File: src/sv/sscp_pkg.sv
// ----------------------------------------------------------------------------
// sscp_pkg
// Shared constants for the segment closest-points pipeline.
// ----------------------------------------------------------------------------
package sscp_pkg;

    // limb width of the split multipliers
    localparam int LIMB_W = 32;

    // width of the saturating squared-distance field
    localparam int DIST_W = 50;

    // number of coordinate fields in one input word
    localparam int N_COORD = 12;

endpackage

File: src/sv/sscp_mul.sv
// ----------------------------------------------------------------------------
// sscp_mul
// Wide signed multiplier split into limb products, three register stages:
// limb products, row sums, final sum.
// ----------------------------------------------------------------------------
module sscp_mul #(
    parameter int WA = 32,
    parameter int WB = 32
) (
    input  logic                    aclk,
    input  logic                    ce,
    input  logic signed [WA-1:0]    a,
    input  logic signed [WB-1:0]    b,
    output logic signed [WA+WB-1:0] p
);

    localparam int W  = WA + WB;
    localparam int L  = sscp_pkg::LIMB_W;
    localparam int N  = (W + L - 1) / L;
    localparam int XW = N * L;

    logic [XW-1:0]  ax;
    logic [XW-1:0]  bx;
    logic [2*L-1:0] pp_next  [N][N];
    logic [2*L-1:0] pp_reg   [N][N];
    logic [W-1:0]   row_next [N];
    logic [W-1:0]   row_reg  [N];
    logic [W-1:0]   sum_next;
    logic [W-1:0]   sum_reg;

    // sign-extend to whole limbs; the product is exact modulo 2^W
    assign ax = XW'(a);
    assign bx = XW'(b);

    // limb products, only those that reach below bit W
    always_comb begin
        for (int i = 0; i < N; i++) begin
            for (int j = 0; j < N; j++) begin
                if (i + j < N) begin
                    pp_next[i][j] = ax[i*L +: L] * bx[j*L +: L];
                end else begin
                    pp_next[i][j] = '0;
                end
            end
        end
    end

    // one row per limb of a
    always_comb begin
        for (int i = 0; i < N; i++) begin
            row_next[i] = '0;
            for (int j = 0; j < N; j++) begin
                if (i + j < N) begin
                    row_next[i] = row_next[i] + (W'(pp_reg[i][j]) << (j * L));
                end
            end
        end
    end

    // rows together
    always_comb begin
        sum_next = '0;
        for (int i = 0; i < N; i++) begin
            sum_next = sum_next + (row_reg[i] << (i * L));
        end
    end

    always_ff @(posedge aclk) begin
        if (ce) begin
            pp_reg  <= pp_next;
            row_reg <= row_next;
            sum_reg <= sum_next;
        end
    end

    assign p = $signed(sum_reg);

endmodule

File: config.mk
export PLATFORM = sky130hd
export DESIGN_NAME = sscp_mul
export DESIGN_NICKNAME = d
export VERILOG_FILES = /design/src/sv/sscp_pkg.sv /design/src/sv/sscp_mul.sv
export SDC_FILE = /design/constraint.sdc
export NUM_CORES = 2
export LEC_CHECK = 0
export BUFFER_PORTS_ARGS = -buffer_cell sky130_fd_sc_hd__buf_4
export CAP_MARGIN = 20
export CORE_ASPECT_RATIO = 1.5
export CORE_MARGIN = 2
export CORE_UTILIZATION = 45
export DETAILED_ROUTE_END_ITERATION = 8
export PLACE_DENSITY = 0.65
export SLEW_MARGIN = 10
export SYNTH_ARGS = -nofsm -noshare
export SYNTH_HDL_FRONTEND = slang
export SYNTH_SLANG_ARGS = --single-unit
File: constraint.sdc
create_clock -name aclk -period 26.8 [get_ports aclk]
set_input_delay 5.36 -clock aclk [delete_from_list [all_inputs] [get_ports aclk]]
set_output_delay 5.36 -clock aclk [all_outputs]
set_load 0.05 [all_outputs]
==> impl_summary.txt <==
----------------------------------------------------
[Die]
  Initial standard-cell utilization of the core ... 45.4%
  # rows ... 144
  DIE AREA ... 106000 µm²
  Die width ... 267 µm
  Standard cell core area ... 103000 µm²
  I/O Pins ... 130
  DIE HEIGHT ... 398 µm

[Worst setup path]
  Worst-path fanout max ... 29
  Worst Setup Path Type ... input pin to flop
  Required time of the critical path ... 27.15 ns
  Crit path launch type ... input pin
  Kind of capture point of the worst setup path ... flop
  R2R cell count ... 10
  Data arrival time of the critical path ... 13.44 ns

[Route]
  Via total after detailed routing ... 33200
  DR iter-0 viols ... 2010
  Post-route antenna net violation count ... 0
  Wirelength, routed ... 138000 µm
  Via count normalized by instance count ... 5.61
  Routed wire per std cell ... 23.3 µm
  DRC violation count after routing ... 0
  DRT Pass-1 Iters ... 5

[Flow run]
  # Max-Cap Violations ... 0

[Clocking]
  Number of clock sinks ... 288
  Hold_buf cts ... 0
  Total CTS buffers ... 29
  Count of buffers added by post-CTS timing repair for setup ... 0
  Clock root buffer master ... clkbuf_16
  Clk pin slew, worst setup/hold paths ... 0.06 ns
  H-tree depth ... 1
  Clk_lat worst skew ... 0.62 ns
  Number of buffers on the longest clock path ... 3
  CTS tree ... yes
  Post-CTS resize count ... 0

[Global routing]
  Number of antenna violations at the first check in global routing ... 13
  Vias in the first global route ... 36200
  Maximum number of pins on one net before global-route repair ... 92
  Overflow left after global routing ... 0
  First-pass GRT wire length ... 210000 µm
  Total global routing track utilization ... 26.7%

[STA]
  Worst Tran Pin Value ... 1.03 ns
  Relative slew margins ... 31.3%
  RSZ-0062 raised after global routing ... no
  Pins Over Slew Limit ... 0
  Post-route clock period utilization ... 48.8%
  Setup Viol. Count Final ... 0
  Worst clock skew ... 0.0101 ns
  Final Hold Vio Count ... 0
  Final critical-path required period ... 13.09 ns
  Maximum clock rate ... 76.4 MHz
  Total negative slack ... 0 ns

[Min path]
  Hold-critical path depth ... 0
  Path class of the lowest-slack min-delay path ... flop to flop

[Final layout]
  P&R area growth vs syn ... 5.67%
  Leading cell types in the layout, fill and taps excluded ... fa_1, inv_1, and2_1, nand2_1, ha_1
  Storage cell area ... 8650 µm²
  Area occupied by multi-input gates ... 33700 µm²
  Fill cell total of the finished layout ... 9594
  NumNets Final ... 5861
  Number of flip-flops in the largest register ... 128
  Fraction of final layout cells with drive strength greater than 1 ... 4.31%
  Most common library cell in the layout ignoring fill and taps ... fa_1

[Synthesis]
  Count of flip-flops with a built-in enable after synthesis ... 288
  Mapped cell area ... 46600 µm²
  Register bit total from synthesis ... 288
  Proportion of synthesized chip area in sequential cells ... 18.5%
  Top FF cell, synth ... edfxtp_1
  Synthesized area per cell ... 9.98 µm²
  Share of flip-flops with an asynchronous set or reset after synthesis ... 0%
  Yosys cell types ... 69
  Syn nets ... 5965
  Post-synthesis cell count ... 4674
  YS warnings ... 0

[Placement]
  Final Wtd Congestion ... 0.923
  Half-perimeter wire length after placement ... 99600 µm
  IO buf count ... 129

[Outcome]
  Run status ... complete, no violations

----------------------------------------------------
-- per-layer routing --
layer	GRT usage [%]	vias up	wire length, µm
met5	0	-	11
met4	19.1	2	11600
met3	3.32	549	7770
met2	48.4	1270	71900
met1	28.6	17200	46800
li1	-	14200	-
-- stage by stage --
stage                     cell area [µm²]  util [%]  setup slack (ns)  instances  hold slack [ns]
after floorplan                     46600         -             14.32       4674            0.400
after global placement              48300      47.0             13.19       5852            0.401
after detailed placement            48300      47.0             13.22       5853            0.405
after CTS                           49300      48.0             13.84       5905            0.413
after global routing                49300      48.0             13.56       5910            0.418
final                               49300      48.0             13.71       5914            0.413
-- worst max-delay path: stages --
cell,delay (ns)
buf_4,0.19
buf_4,0.42
and2_1,0.22
fa_1,0.46
fa_1,0.52
fa_1,0.51
inv_1,0.06
fa_1,0.48
inv_1,0.05
fa_1,0.49
fa_1,0.52
fa_1,0.49
inv_1,0.05
fa_1,0.47
inv_1,0.04
ha_1,0.51
nand2_1,0.31
or3_1,0.55
nor4b_1,0.31
a32o_1,0.50
o211ai_2,0.19
o21ai_2,0.27
nor4_1,0.07
or3_1,0.31
-- cells by family after synthesis --
kind of cell	Yosys count	share of synthesized area [%]
flip-flops	288	18.5
XOR/XNOR	155	2.91
AO/OA/AOI/OAI	405	5.67
buffers and inverters	1149	9.25
adder cells (fa/ha/maj)	1225	47.3
AND/OR/NAND/NOR	1452	16.3
-- Yosys cell counts (4+ instances only) --
library cell,n,area (µm²)
a31oi_1,22,138
o21bai_1,20,150
nand2_1,517,1940
o21a_1,25,188
a311o_1,4,40.0
nand3_1,23,115
xor2_1,37,324
and4_1,6,52.6
a21boi_0,4,30.0
ha_1,327,4090
and2_1,620,3880
and3_1,38,238
nor2b_1,20,125
clkbuf_1,266,998
a21oi_1,130,651
a211oi_1,9,67.6
o31ai_1,4,30.0
a21o_1,69,518
nor4_1,24,150
nand4_1,21,131
edfxtp_1,288,8650
fa_1,898,18000
nand2b_1,31,194
o21ai_0,70,350
nor2_1,71,267
nor3_1,34,170
o211ai_1,7,52.6
xnor2_1,118,1030
or2_2,4,25.0
buf_1,6,22.5
or3_1,21,131
inv_1,876,3290
nand3b_1,9,67.6
-- layout make-up --
type,instances,share of cell area (%)
repair buffers,138,2.11
clock buffers,33,1.50
inverters,876,6.67
flip-flops and latches,288,17.5
diodes,9,0.0457
clock inverters,19,0.452
multi-input cells,3237,68.3
well taps,1314,3.34
-- path summary, 6_finish.rpt --
kind               from           to  slack [ns]
max               a[27]  pp_reg[255]       13.71
min          pp_reg[65]   row_reg[1]        0.41
max reg2reg  row_reg[1]        p[63]       23.13
min reg2reg  pp_reg[65]   row_reg[1]        0.41
Power is left out: the tool's default activity adds up to more than one toggle a clock period on the data nets, which glitch-free logic cannot reach.
