$ cat config.mk
export PLATFORM = sky130hd
export DESIGN_NAME = sscp_delay
export DESIGN_NICKNAME = d
export VERILOG_FILES = /design/src/sv/sscp_delay.sv
export SDC_FILE = /design/constraint.sdc
export NUM_CORES = 1
export LEC_CHECK = 0
export BUFFER_PORTS_ARGS = -buffer_cell sky130_fd_sc_hd__buf_2
export CORE_AREA = 3 3 40 42
export CTS_BUF_LIST = sky130_fd_sc_hd__clkbuf_4 sky130_fd_sc_hd__clkbuf_8
export CTS_CLUSTER_SIZE = 40
export DETAILED_ROUTE_END_ITERATION = 12
export DIE_AREA = 0 0 43 45
export PLACE_DENSITY = 0.79
export SYNTH_ARGS = -nofsm -noshare
export SYNTH_HDL_FRONTEND = slang
export SYNTH_SLANG_ARGS = --single-unit
$ cat constraint.sdc
create_clock -name aclk -period 0.8 [get_ports aclk]
set_clock_uncertainty 0.1 [all_clocks]
set_input_delay 0.24 -clock aclk [delete_from_list [all_inputs] [get_ports aclk]]
set_output_delay 0.24 -clock aclk [all_outputs]
set_load 0.1 [all_outputs]
$ cat src/sv/sscp_delay.sv
// ----------------------------------------------------------------------------
// sscp_delay
// Plain delay line that advances on the pipeline enable.
// ----------------------------------------------------------------------------
module sscp_delay #(
    parameter int W     = 8,
    parameter int DEPTH = 2
) (
    input  logic         aclk,
    input  logic         ce,
    input  logic [W-1:0] d,
    output logic [W-1:0] q
);

    logic [W-1:0] dly_reg [DEPTH];

    // shift one place per enabled cycle
    always_ff @(posedge aclk) begin
        if (ce) begin
            dly_reg[0] <= d;
            for (int i = 1; i < DEPTH; i++) begin
                dly_reg[i] <= dly_reg[i-1];
            end
        end
    end

    assign q = dly_reg[DEPTH-1];

endmodule

==> results.toml, run 1 <==
[critical_path]
path_delay_family = "flip-flops"
crit_path_end_kind = "output port"
slowest_delay_ns = 0.42
start_kind = "register"
cp_num_buf_inv = 1
path_cells = "buf_12"
worstPathArrival_ns = 0.88
cp.required_ns = 0.46
crit_type = "register to output port"
slowest_stage = "edfxtp_1"
cp-startpoint = "dly_reg[0][12]"
rr_startpoint = "dly_reg[0][0]"
path_max_fanout = 1

[logic_synthesis]
netlist_area_um2 = 541
synth-seq-cells = 16
ys_types = 2
synth_nets = 34
syn_avg_cell_area_um2 = 22.5
yosysSeqAreaShare = 0.889
synth_cells = 24
synth_top_cell_by_area = "edfxtp_1"
synth_top_area_share = 0.889
yosysWarnings = 0
synth_area_leaders = "edfxtp_1, buf_4"

[final_layout]
largest_reg_flops = 16
antenna_cells = 0
final_cell_mix = "edfxtp_1, buf_2, buf_12, clkbuf_4"
drive_gt1_frac = 0.568
syn2layout_area_growth_pct = 38.2
fin_util = 0.581
multiInputCombCellCount = 0
multi_input_area_um2 = 0
final_common_cell = "edfxtp_1"
fin_nets = 49

[flow_run]
maxCapViolations = 0

[power]
power_switching_uw = 462
pwr-share-seq = 0.582
ir_worst_vdd_v = 0.00107
total_power_mw = 1.75
p_leak_nw = 0.290
clockPowerShare = 0.219
p_comb_frac = 0.198
p_sw_frac = 0.263
internal_power_mw = 1.29
p_per_area_nw_per_um2 = 2350

[die]
die-area_um2 = 1940
start_util = 0.421
io_pins = 18
rows = 13
die_w_um = 43
die_y_um = 45
core-area_um2 = 1280

[worst_hold_path]
hold_start = "d[4]"
hp-class = "input port to register"

[clocking]
cts_sinks = 16
clk_pin_slew_worst_paths_ns = 0.08
cts_root_buf = "clkbuf_4"
clockBufferDepth = 2
cts_buffers = 3
htreeDepth = 1
clk_latency_ns = 0.27
cts_tree = "done"
ctsResizeCount = 0

[sta]
hold_viol = 0
fin_crit_sh = 1.53
setup_viol = 8
setup_tns_ns = -3.35
fin_crit_ns = 1.22
final-max-slew-violation-count = 0
rsz0062_at_grt = "true"
tightest_slew_ns = 0.114
setup_slack_ns = -0.422
max_freq_mhz = 818
relSlewSlack = 0.924

[routing]
viasPerCell = 4.12
firstDrtPassIters = 2
via_count = 214
drc_errors = 0
postRouteAntennaNets = 0
wl_per_cell_um = 8.88
drt_iter0_drc = 3
drt-total-wl_um = 462

[global_routing]
grt_pass1_vias = 164
grt_max_degree = 17
antenna_found_initial = 0
grtUsageTotal = 0.0585
grt-ovfl-total = 0
grt_pass1_wl_um = 690

[place]
globalplace.congestion = 0.570
port_buffers = 17

[run_status]
violations = "negative setup slack"
outcome = "finished with violations"
stage by stage:
stage                     std cells  worst slack (ns)  hold slack (ns)  instance area [um2]
after floorplan                  24           -0.0867            0.239                  571
after global placement           49            -0.120            0.305                  724
after detailed placement         49            -0.126            0.305                  724
after CTS                        52            -0.438           0.0253                  747
after global routing             52            -0.459           0.0153                  747
final                            52            -0.422           0.0371                  747
power groups by stage:
stage                     Combinational [mW]  Clock, mW  Sequential [mW]
after floorplan                        0.252          0             1.03
after global placement                 0.347          0             1.04
after detailed placement               0.349          0             1.04
after CTS                              0.349      0.400             1.02
after global routing                   0.353      0.448             1.03
final                                  0.348      0.385             1.02
metal layers:
layer	routed length, um	part of all wire	track usage
met1	169	0.37	0.0716
met2	182	0.39	0.0509
met3	86	0.19	0.0239
met4	23	0.050	0.108
met5	0	0	0
final timing paths:
check	endpoint	slack, ns	depth (start not counted)
setup / recovery	q[4]	-0.42	1
hold / removal	dly_reg[0][4]	0.04	1
setup reg to reg	dly_reg[0][8]	0.08	0
hold reg to reg	dly_reg[0][15]	0.32	0
layout make-up:
cell class | count | area, um2
clock buffers | 3 | 22.5
well taps | 15 | 18.8
repair buffers | 18 | 225
fillers | 99 | 538
flip-flops and latches | 16 | 480
synthesized netlist by cell type:
library cell / count
buf_4: 8
edfxtp_1: 16
logic make-up (layout without fill, tap and decap cells):
kind of cell | after synthesis | in the layout | synth area share
buf+inv | 8 | 21 | 0.111
flops | 16 | 16 | 0.889
timing repair:
item                       4_1_cts  5_1_grt
buffers inserted                 0        0
hold buffers                     0        0
hold endpoints to repair         0        0
setup endpoints to repair        8        8
Note: power is estimated with default switching activity, not from simulation.
==> inputs of run 2 (changes only) <==
- BUFFER_PORTS_ARGS: -buffer_cell sky130_fd_sc_hd__buf_2 -> default
- DONT_BUFFER_PORTS: default -> 1
- PLACE_DENSITY: 0.79 -> 0.67
==> results.toml, run 2 (same netlist as run 1, synthesis figures left out) <==
[run_status]
outcome = "finished with violations"
violations = "negative hold slack, negative setup slack"

[final_layout]
antenna_cells = 0
fin_cells = 42
drive_gt1_frac = 0.407
regArea_um2 = 480
multi_input_area_um2 = 0
syn2layout_area_growth_pct = 26.2
multiInputCombCellCount = 0
largest_reg_flops = 16
final_cell_mix = "edfxtp_1, buf_12, clkbuf_4"
n_fill_cell = 101
fin_nets = 39
final_common_cell = "edfxtp_1"
post-route-cell-area_um2 = 682

[place]
placedCellCount = 39
placed_area_um2 = 659
globalplace.congestion = 0.556
port_buffers = 0

[critical_path]
crit_path_end_kind = "output port"
start_kind = "register"
path_cells = "buf_12"
cp_num_buf_inv = 1
path_delay_family = "flip-flops"
slowest_stage = "edfxtp_1"
path_max_fanout = 1
cp.required_ns = 0.46
crit_type = "register to output port"
worstPathArrival_ns = 0.88
slowest_delay_ns = 0.42

[power]
p_per_area_nw_per_um2 = 2500
ir_worst_vdd_v = 0.00101
p_leak_nw = 0.246
total_power_mw = 1.71

[routing]
via_count = 186
wl_met2_um = 296
drt-met1-wl_um = 184
drt-total-wl_um = 542
drc_errors = 0
top_layer_used = "met3"
viasPerCell = 4.43
firstDrtPassIters = 2
drt_iter0_drc = 5
wl_met3_um = 61
postRouteAntennaNets = 0
wl_per_cell_um = 12.9

[sta]
relSlewSlack = 0.922
rsz0062_at_grt = "true"
fin_crit_sh = 1.53
setup_slack_ns = -0.421
tightest_slew_ns = 0.118
hold_ws_ns = -0.0424
fin_crit_ns = 1.22
setup_viol = 8
final-max-slew-violation-count = 0
hold_viol = 24
max_freq_mhz = 819

[global_routing]
grt-ovfl-total = 0
antenna_found_initial = 0
grt_max_degree = 17
grt_pass1_wl_um = 869
grtUsageTotal = 0.0697
grt_pass1_vias = 207

[die]
core-area_um2 = 1280
die_y_um = 45
start_util = 0.421
io_pins = 18
die-area_um2 = 1940
die_w_um = 43
rows = 13

[clocking]
clk_pin_slew_worst_paths_ns = 0.08
htreeDepth = 1
cts_sinks = 16
ctsResizeCount = 0
post_cts_buffers = 0
cts_root_buf = "clkbuf_4"
cts_buffers = 3
clk_latency_ns = 0.27
cts_tree = "done"
clockBufferDepth = 2

[worst_hold_path]
hp-class = "input port to register"

[flow_run]
maxCapViolations = 0
==> run 2: per-stage QoR <==
step	setup WS, ns	TNS [ns]	utilization
CTS	-0.438	-3.46	0.531
floorplan	-0.0867	-0.694	-
global route	-0.461	-3.61	0.531
global placement	-0.123	-0.976	0.513
finish	-0.421	-3.32	0.531
detailed placement	-0.131	-0.979	0.513
==> run 2: what timing repair did <==
action,4_1_cts,5_1_grt
endpoints found under the hold margin,24,24
endpoints found under the setup margin,8,8
pin swaps,0,0
==> run 2: where the power goes <==
| part | internal, mW | total (mW) | switching, mW |
|---|---|---|---|
| clock | 0.174 | 0.381 | 0.207 |
| sequential | 0.996 | 1.02 | 0.0285 |
| combinational | 0.0986 | 0.303 | 0.204 |
| total | 1.27 | 1.71 | 0.439 |
==> run 2: final timing paths <==
path / slack [ns] / cells past startpoint / from / endpoint
setup reg to reg: 0.06 / 0 / dly_reg[0][0] / dly_reg[0][8]
setup / recovery: -0.42 / 1 / dly_reg[0][10] / q[2]
hold / removal: -0.04 / 0 / d[1] / dly_reg[0][1]
hold reg to reg: 0.32 / 0 / dly_reg[0][5] / dly_reg[0][13]
==> run 2: cell type report <==
| cell class | instances | area share |
|---|---|---|
| tap | 15 | 0.0275 |
| timing repair buffer | 8 | 0.235 |
| clock buffer | 3 | 0.0330 |
| sequential | 16 | 0.705 |
==> run 2: layer usage <==
layer	up-vias	GRT usage
met4	0	0.0723
met2	13	0.111
met1	86	0.0638
met5	-	0
li1	87	-
met3	0	0.0319
