==> src/sv/sscp_ratio.sv <==
// ----------------------------------------------------------------------------
// sscp_ratio
// Clamped quotient num/den in [0,1] as unsigned Q1.FB, one restoring
// division step per stage; den is taken as positive.
// ----------------------------------------------------------------------------
module sscp_ratio #(
    parameter int W  = 16,
    parameter int FB = 8
) (
    input  logic                aclk,
    input  logic                ce,
    input  logic signed [W-1:0] num,
    input  logic signed [W-1:0] den,
    output logic [FB:0]         q
);

    logic [W:0]   rem_next  [FB+1];
    logic [W:0]   rem_reg   [FB+1];
    logic [W:0]   den_next  [FB+1];
    logic [W:0]   den_reg   [FB+1];
    logic [FB:0]  q_next    [FB+1];
    logic [FB:0]  q_reg     [FB+1];
    logic         done_next [FB+1];
    logic         done_reg  [FB+1];
    logic [W:0]   sh;

    always_comb begin
        sh = '0;
        // entry: quotient at or below zero, or at or above one
        den_next[0] = {1'b0, den};
        rem_next[0] = '0;
        q_next[0]   = '0;
        done_next[0] = 1'b1;
        if (num <= 0) begin
            q_next[0] = '0;
        end else if (num >= den) begin
            q_next[0] = (FB+1)'(1) << FB;
        end else begin
            rem_next[0]  = {1'b0, num};
            done_next[0] = 1'b0;
        end
        // one quotient bit per stage
        for (int k = 1; k <= FB; k++) begin
            sh           = rem_reg[k-1] << 1;
            den_next[k]  = den_reg[k-1];
            done_next[k] = done_reg[k-1];
            rem_next[k]  = rem_reg[k-1];
            q_next[k]    = q_reg[k-1];
            if (!done_reg[k-1]) begin
                if (sh >= den_reg[k-1]) begin
                    rem_next[k] = sh - den_reg[k-1];
                    q_next[k]   = {q_reg[k-1][FB-1:0], 1'b1};
                end else begin
                    rem_next[k] = sh;
                    q_next[k]   = {q_reg[k-1][FB-1:0], 1'b0};
                end
            end
        end
    end

    always_ff @(posedge aclk) begin
        if (ce) begin
            rem_reg  <= rem_next;
            den_reg  <= den_next;
            q_reg    <= q_next;
            done_reg <= done_next;
        end
    end

    assign q = q_reg[FB];

endmodule

==> config.mk <==
export PLATFORM = sky130hd
export DESIGN_NAME = sscp_ratio
export DESIGN_NICKNAME = d
export VERILOG_FILES = /design/src/sv/sscp_ratio.sv
export SDC_FILE = /design/constraint.sdc
export NUM_CORES = 1
export LEC_CHECK = 0
export BUFFER_PORTS_ARGS = -buffer_cell sky130_fd_sc_hd__buf_2
export CORE_MARGIN = 8
export CORE_UTILIZATION = 35
export CTS_CLUSTER_SIZE = 16
export DETAILED_ROUTE_END_ITERATION = 6
export GPL_ROUTABILITY_DRIVEN = 1
export HOLD_SLACK_MARGIN = 0.12
export PLACE_DENSITY = 0.61
export SYNTH_ARGS = -nofsm -noshare
export SYNTH_HDL_FRONTEND = slang
export SYNTH_SLANG_ARGS = --single-unit
==> constraint.sdc <==
create_clock -name aclk -period 2.75 [get_ports aclk]
set_input_delay 0.4125 -clock aclk [delete_from_list [all_inputs] [get_ports aclk]]
set_output_delay 0.4125 -clock aclk [all_outputs]
set_load 0.02 [all_outputs]
==> out/results.md <==
Run status
* **status** finished with violations
* **violated checks** negative setup slack

Synthesis
* **number of distinct standard cells referenced by the synthesized netlist** 79
* **Post-Syn Instances** 1,688
* **mapped cell area** 0.0187 sq mm
* **top flip-flop cell by instance count after synthesis** sky130_fd_sc_hd__edfxtp_1
* **Mapped Nets** 1,872
* **Yosys Warn Count** 0
* **share of synthesized area occupied by flip-flops and latches** 0.497
* **number of synthesized register bits** 309
* **largest cells by area after synthesis** sky130_fd_sc_hd__edfxtp_1 (50%), sky130_fd_sc_hd__ha_1 (9.6%), sky130_fd_sc_hd__mux2_2 (4.2%), sky130_fd_sc_hd__inv_1 (3.7%), sky130_fd_sc_hd__a21oi_1 (3.2%)
* **number of enable-type register cells in the synthesized netlist** 309
* **synthesized area per cell** 11.1 sq um
* **library cell occupying the most area in the post-synthesis netlist** sky130_fd_sc_hd__edfxtp_1
* **fraction of post-synthesis cell area in the top cell type by area** 0.497
* **Synth async-reset ratio** 0

Placed design
* **number of I/O port buffers** 42
* **Final HPWL DP** 28,700 microns
* **placer's final routability congestion estimate** 0.903
* **setup slack at placement** -0.292 ns

GRT
* **total routing usage reported by global routing** 0.126
* **antenna violations before repair** 0
* **total overflow reported by the global router** 0
* **GRT met1 Usage** 0.131
* **met3 Resource Use GR** 0.0199
* **vias in the first global route** 13,700
* **largest net degree at the start of global routing** 75
* **Top Usage Layer GRT** met2
* **first-pass GRT wire length** 64,500 microns
* **M2 GR Usage** 0.250

Power
* **Cell Pwr Density** 726 mW/mm^2
* **Overall Power** 17.0 mW
* **portion of total power attributed to combinational logic** 0.361
* **Sequential Power Share** 0.375
* **net switching power** 5.28 mW
* **worst ir drop on vdd** 0.403 mV
* **Sw Share** 0.310
* **Lkg Pwr** 9.66 nW
* **Cell Int Power** 11.7 mW
* **portion of total power attributed to the clock network** 0.264

Critical path
* **data arrival time of the critical path** 3.24 ns
* **type of the worst setup path** register to register
* **worst-path fanout max** 8
* **crit path launch type** register
* **Worst Setup End Kind** register
* **critical path required time** 3.03 ns

Clock tree
* **clock tree buffer depth** 3
* **number of levels the H-tree was split into** 2
* **clock edge transition at the registers on the reported setup and hold paths** 0.06 ns
* **number of buffers added by the clock tree synthesis step** 35
* **# clock sinks** 309
* **clock latency at the later pin of the worst-skew pair** 0.54 ns
* **clk root buf** sky130_fd_sc_hd__clkbuf_16
* **CTS tree** done

Die
* **number of top-level pins** 43
* **die area** 0.0610 sq mm
* **floorplan row count** 84
* **floorplan die height** 247 microns
* **initial core utilization** 0.355
* **horizontal die dimension** 247 microns
* **area inside the core boundary** 0.0527 sq mm

Layout
* **diode count** 0
* **commonest cells after routing, fill and taps aside** sky130_fd_sc_hd__edfxtp_1 (309), sky130_fd_sc_hd__buf_4 (184), sky130_fd_sc_hd__inv_1 (175), sky130_fd_sc_hd__ha_1 (118), sky130_fd_sc_hd__nand2_1 (100)
* **area delta synth->final** 25.5%
* **final-stage net count** 2,126
* **Register Area** 0.00928 sq mm
* **fraction of final layout cells with drive strength greater than 1** 0.266
* **area of the multi-input gates** 0.00935 sq mm
* **filler cell count in the final layout** 4,806
* **commonest non-fill, non-tap cell in the layout** sky130_fd_sc_hd__edfxtp_1

STA
* **f_max** 338 MHz
* **slew of the pin with the lowest slew margin** 1.22 ns
* **final setup margin** -0.209 ns
* **clock skew** 0.0212 ns
* **final setup fails** 37
* **headroom to the max-slew limit** 0.188
* **Final Hold Viols** 0
* **part of the cycle the worst path needs** 1.08
* **unrepaired setup endpoints after global routing** true
* **Max Slew Vio Count** 0
* **Fin Hold WS** 0.215 ns
* **sum of negative setup slack** -3.38 ns
* **final period demand of the worst path** 2.96 ns

Routing
* **routed wirelength normalized by instance count** 14.9 microns
* **DR pass1 iterations** 5
* **remaining antenna violation count after routing** 0
* **Iteration-0 DRC Markers** 462
* **count of vias placed by the detailed router** 13,300
* **total length of routed wires** 39,600 microns
* **via count normalized by instance count** 5.00
* **# DRC** 0

Flow run
* **number of max-cap violations** 0

Min path
* **worst hold path type** input pin to register

## cell usage after synthesis (9+ instances only)
| library cell | n |
|---|---|
| sky130_fd_sc_hd__edfxtp_1 | 309 |
| sky130_fd_sc_hd__inv_1 | 182 |
| sky130_fd_sc_hd__ha_1 | 143 |
| sky130_fd_sc_hd__a21oi_1 | 119 |
| sky130_fd_sc_hd__nand2_1 | 103 |
| sky130_fd_sc_hd__o21ai_0 | 97 |
| sky130_fd_sc_hd__nor2_1 | 93 |
| sky130_fd_sc_hd__mux2_2 | 69 |
| sky130_fd_sc_hd__xnor2_1 | 43 |
| sky130_fd_sc_hd__nor2b_1 | 38 |
| sky130_fd_sc_hd__a21o_1 | 37 |
| sky130_fd_sc_hd__xor2_1 | 36 |
| sky130_fd_sc_hd__clkbuf_1 | 34 |
| sky130_fd_sc_hd__mux2i_1 | 31 |
| sky130_fd_sc_hd__o21a_1 | 26 |
| sky130_fd_sc_hd__nand4_1 | 21 |
| sky130_fd_sc_hd__and3_1 | 20 |
| sky130_fd_sc_hd__o31ai_1 | 20 |
| sky130_fd_sc_hd__nand2b_1 | 19 |
| sky130_fd_sc_hd__nor3_1 | 18 |
| sky130_fd_sc_hd__nor3b_1 | 17 |
| sky130_fd_sc_hd__a211oi_1 | 15 |
| sky130_fd_sc_hd__a221o_1 | 13 |
| sky130_fd_sc_hd__nor4_1 | 13 |
| sky130_fd_sc_hd__buf_4 | 11 |
| sky130_fd_sc_hd__nand3_1 | 11 |
| sky130_fd_sc_hd__and2_1 | 10 |
| sky130_fd_sc_hd__or3_1 | 10 |
| sky130_fd_sc_hd__o211ai_1 | 9 |
## power groups by stage
stage	Sequential [mW]	Combinational (mW)	Clock [mW]
after CTS	6.35	5.70	4.65
after detailed placement	6.44	5.18	0
after floorplan	6.27	3.62	0
after global routing	6.45	6.79	4.82
final	6.38	6.15	4.50
after global placement	6.43	5.06	0
## per-layer routing
metal / vias up / wire length, microns
met5: - / 0
met3: 81 / 1130
met4: 0 / 1130
met1: 6281 / 16000
met2: 183 / 21400
li1: 6726 / -
## per-stage QoR
| step | instance area, sq um | utilization | std cells |
|---|---|---|---|
| 2_1_floorplan | 18700 | - | 1688 |
| 3_3_place_gp | 20800 | 0.396 | 2531 |
| 3_5_place_dp | 20800 | 0.396 | 2531 |
| 4_1_cts | 22600 | 0.430 | 2631 |
| 5_1_grt | 23500 | 0.445 | 2656 |
| 6_report | 23500 | 0.445 | 2656 |
## cells by family after synthesis
| group | after synthesis | synth area share |
|---|---|---|
| XOR/XNOR | 79 | 0.0370 |
| buffers and inverters | 236 | 0.0505 |
| adder cells (fa/ha/maj) | 150 | 0.103 |
| flip-flops | 309 | 0.497 |
| other | 1 | 0.000201 |
| AND/OR/NAND/NOR | 403 | 0.112 |
| AO/OA/AOI/OAI | 408 | 0.141 |
| multiplexers | 102 | 0.0594 |
## timing repair
action                                  in CTS  in global routing
hold buffers                                16                  0
buffers inserted                            22                 34
gates cloned                                 2                  3
hold endpoints to repair                    16                  0
gates resized for setup                     79                150
pin swaps                                   34                 64
endpoints found under the setup margin      61                 93
## area by class of cell
class,instances,share of cell area
timing repair buffer,271,0.0933
clock buffer,41,0.0383
clock inverter,22,0.00806
tap,688,0.0367
inverter,182,0.0291
multi-input combinational,1143,0.399
sequential,309,0.396
## worst paths after layout
kind / startpoint / to / slack, ns / depth (start not counted)
setup / recovery: den_next[86] / rem_reg[88] / -0.21 / 11
hold / removal: num[5] / rem_reg[141] / 0.21 / 2
setup reg to reg: den_next[86] / rem_reg[88] / -0.21 / 11
hold reg to reg: den_next[23] / den_next[6] / 0.45 / 0
## critical path: stages (launching register included)
cell	delay, ns
sky130_fd_sc_hd__edfxtp_1	0.39
sky130_fd_sc_hd__inv_2	0.09
sky130_fd_sc_hd__ha_4	0.20
sky130_fd_sc_hd__nor2b_4	0.12
sky130_fd_sc_hd__o31a_1	0.26
sky130_fd_sc_hd__or3_4	0.35
sky130_fd_sc_hd__a21oi_4	0.14
sky130_fd_sc_hd__o21ai_2	0.07
sky130_fd_sc_hd__a211oi_2	0.30
sky130_fd_sc_hd__buf_6	0.19
sky130_fd_sc_hd__mux2_2	0.33
sky130_fd_sc_hd__mux2_2	0.27
No activity file was read; power rests on OpenSTA's default activity.
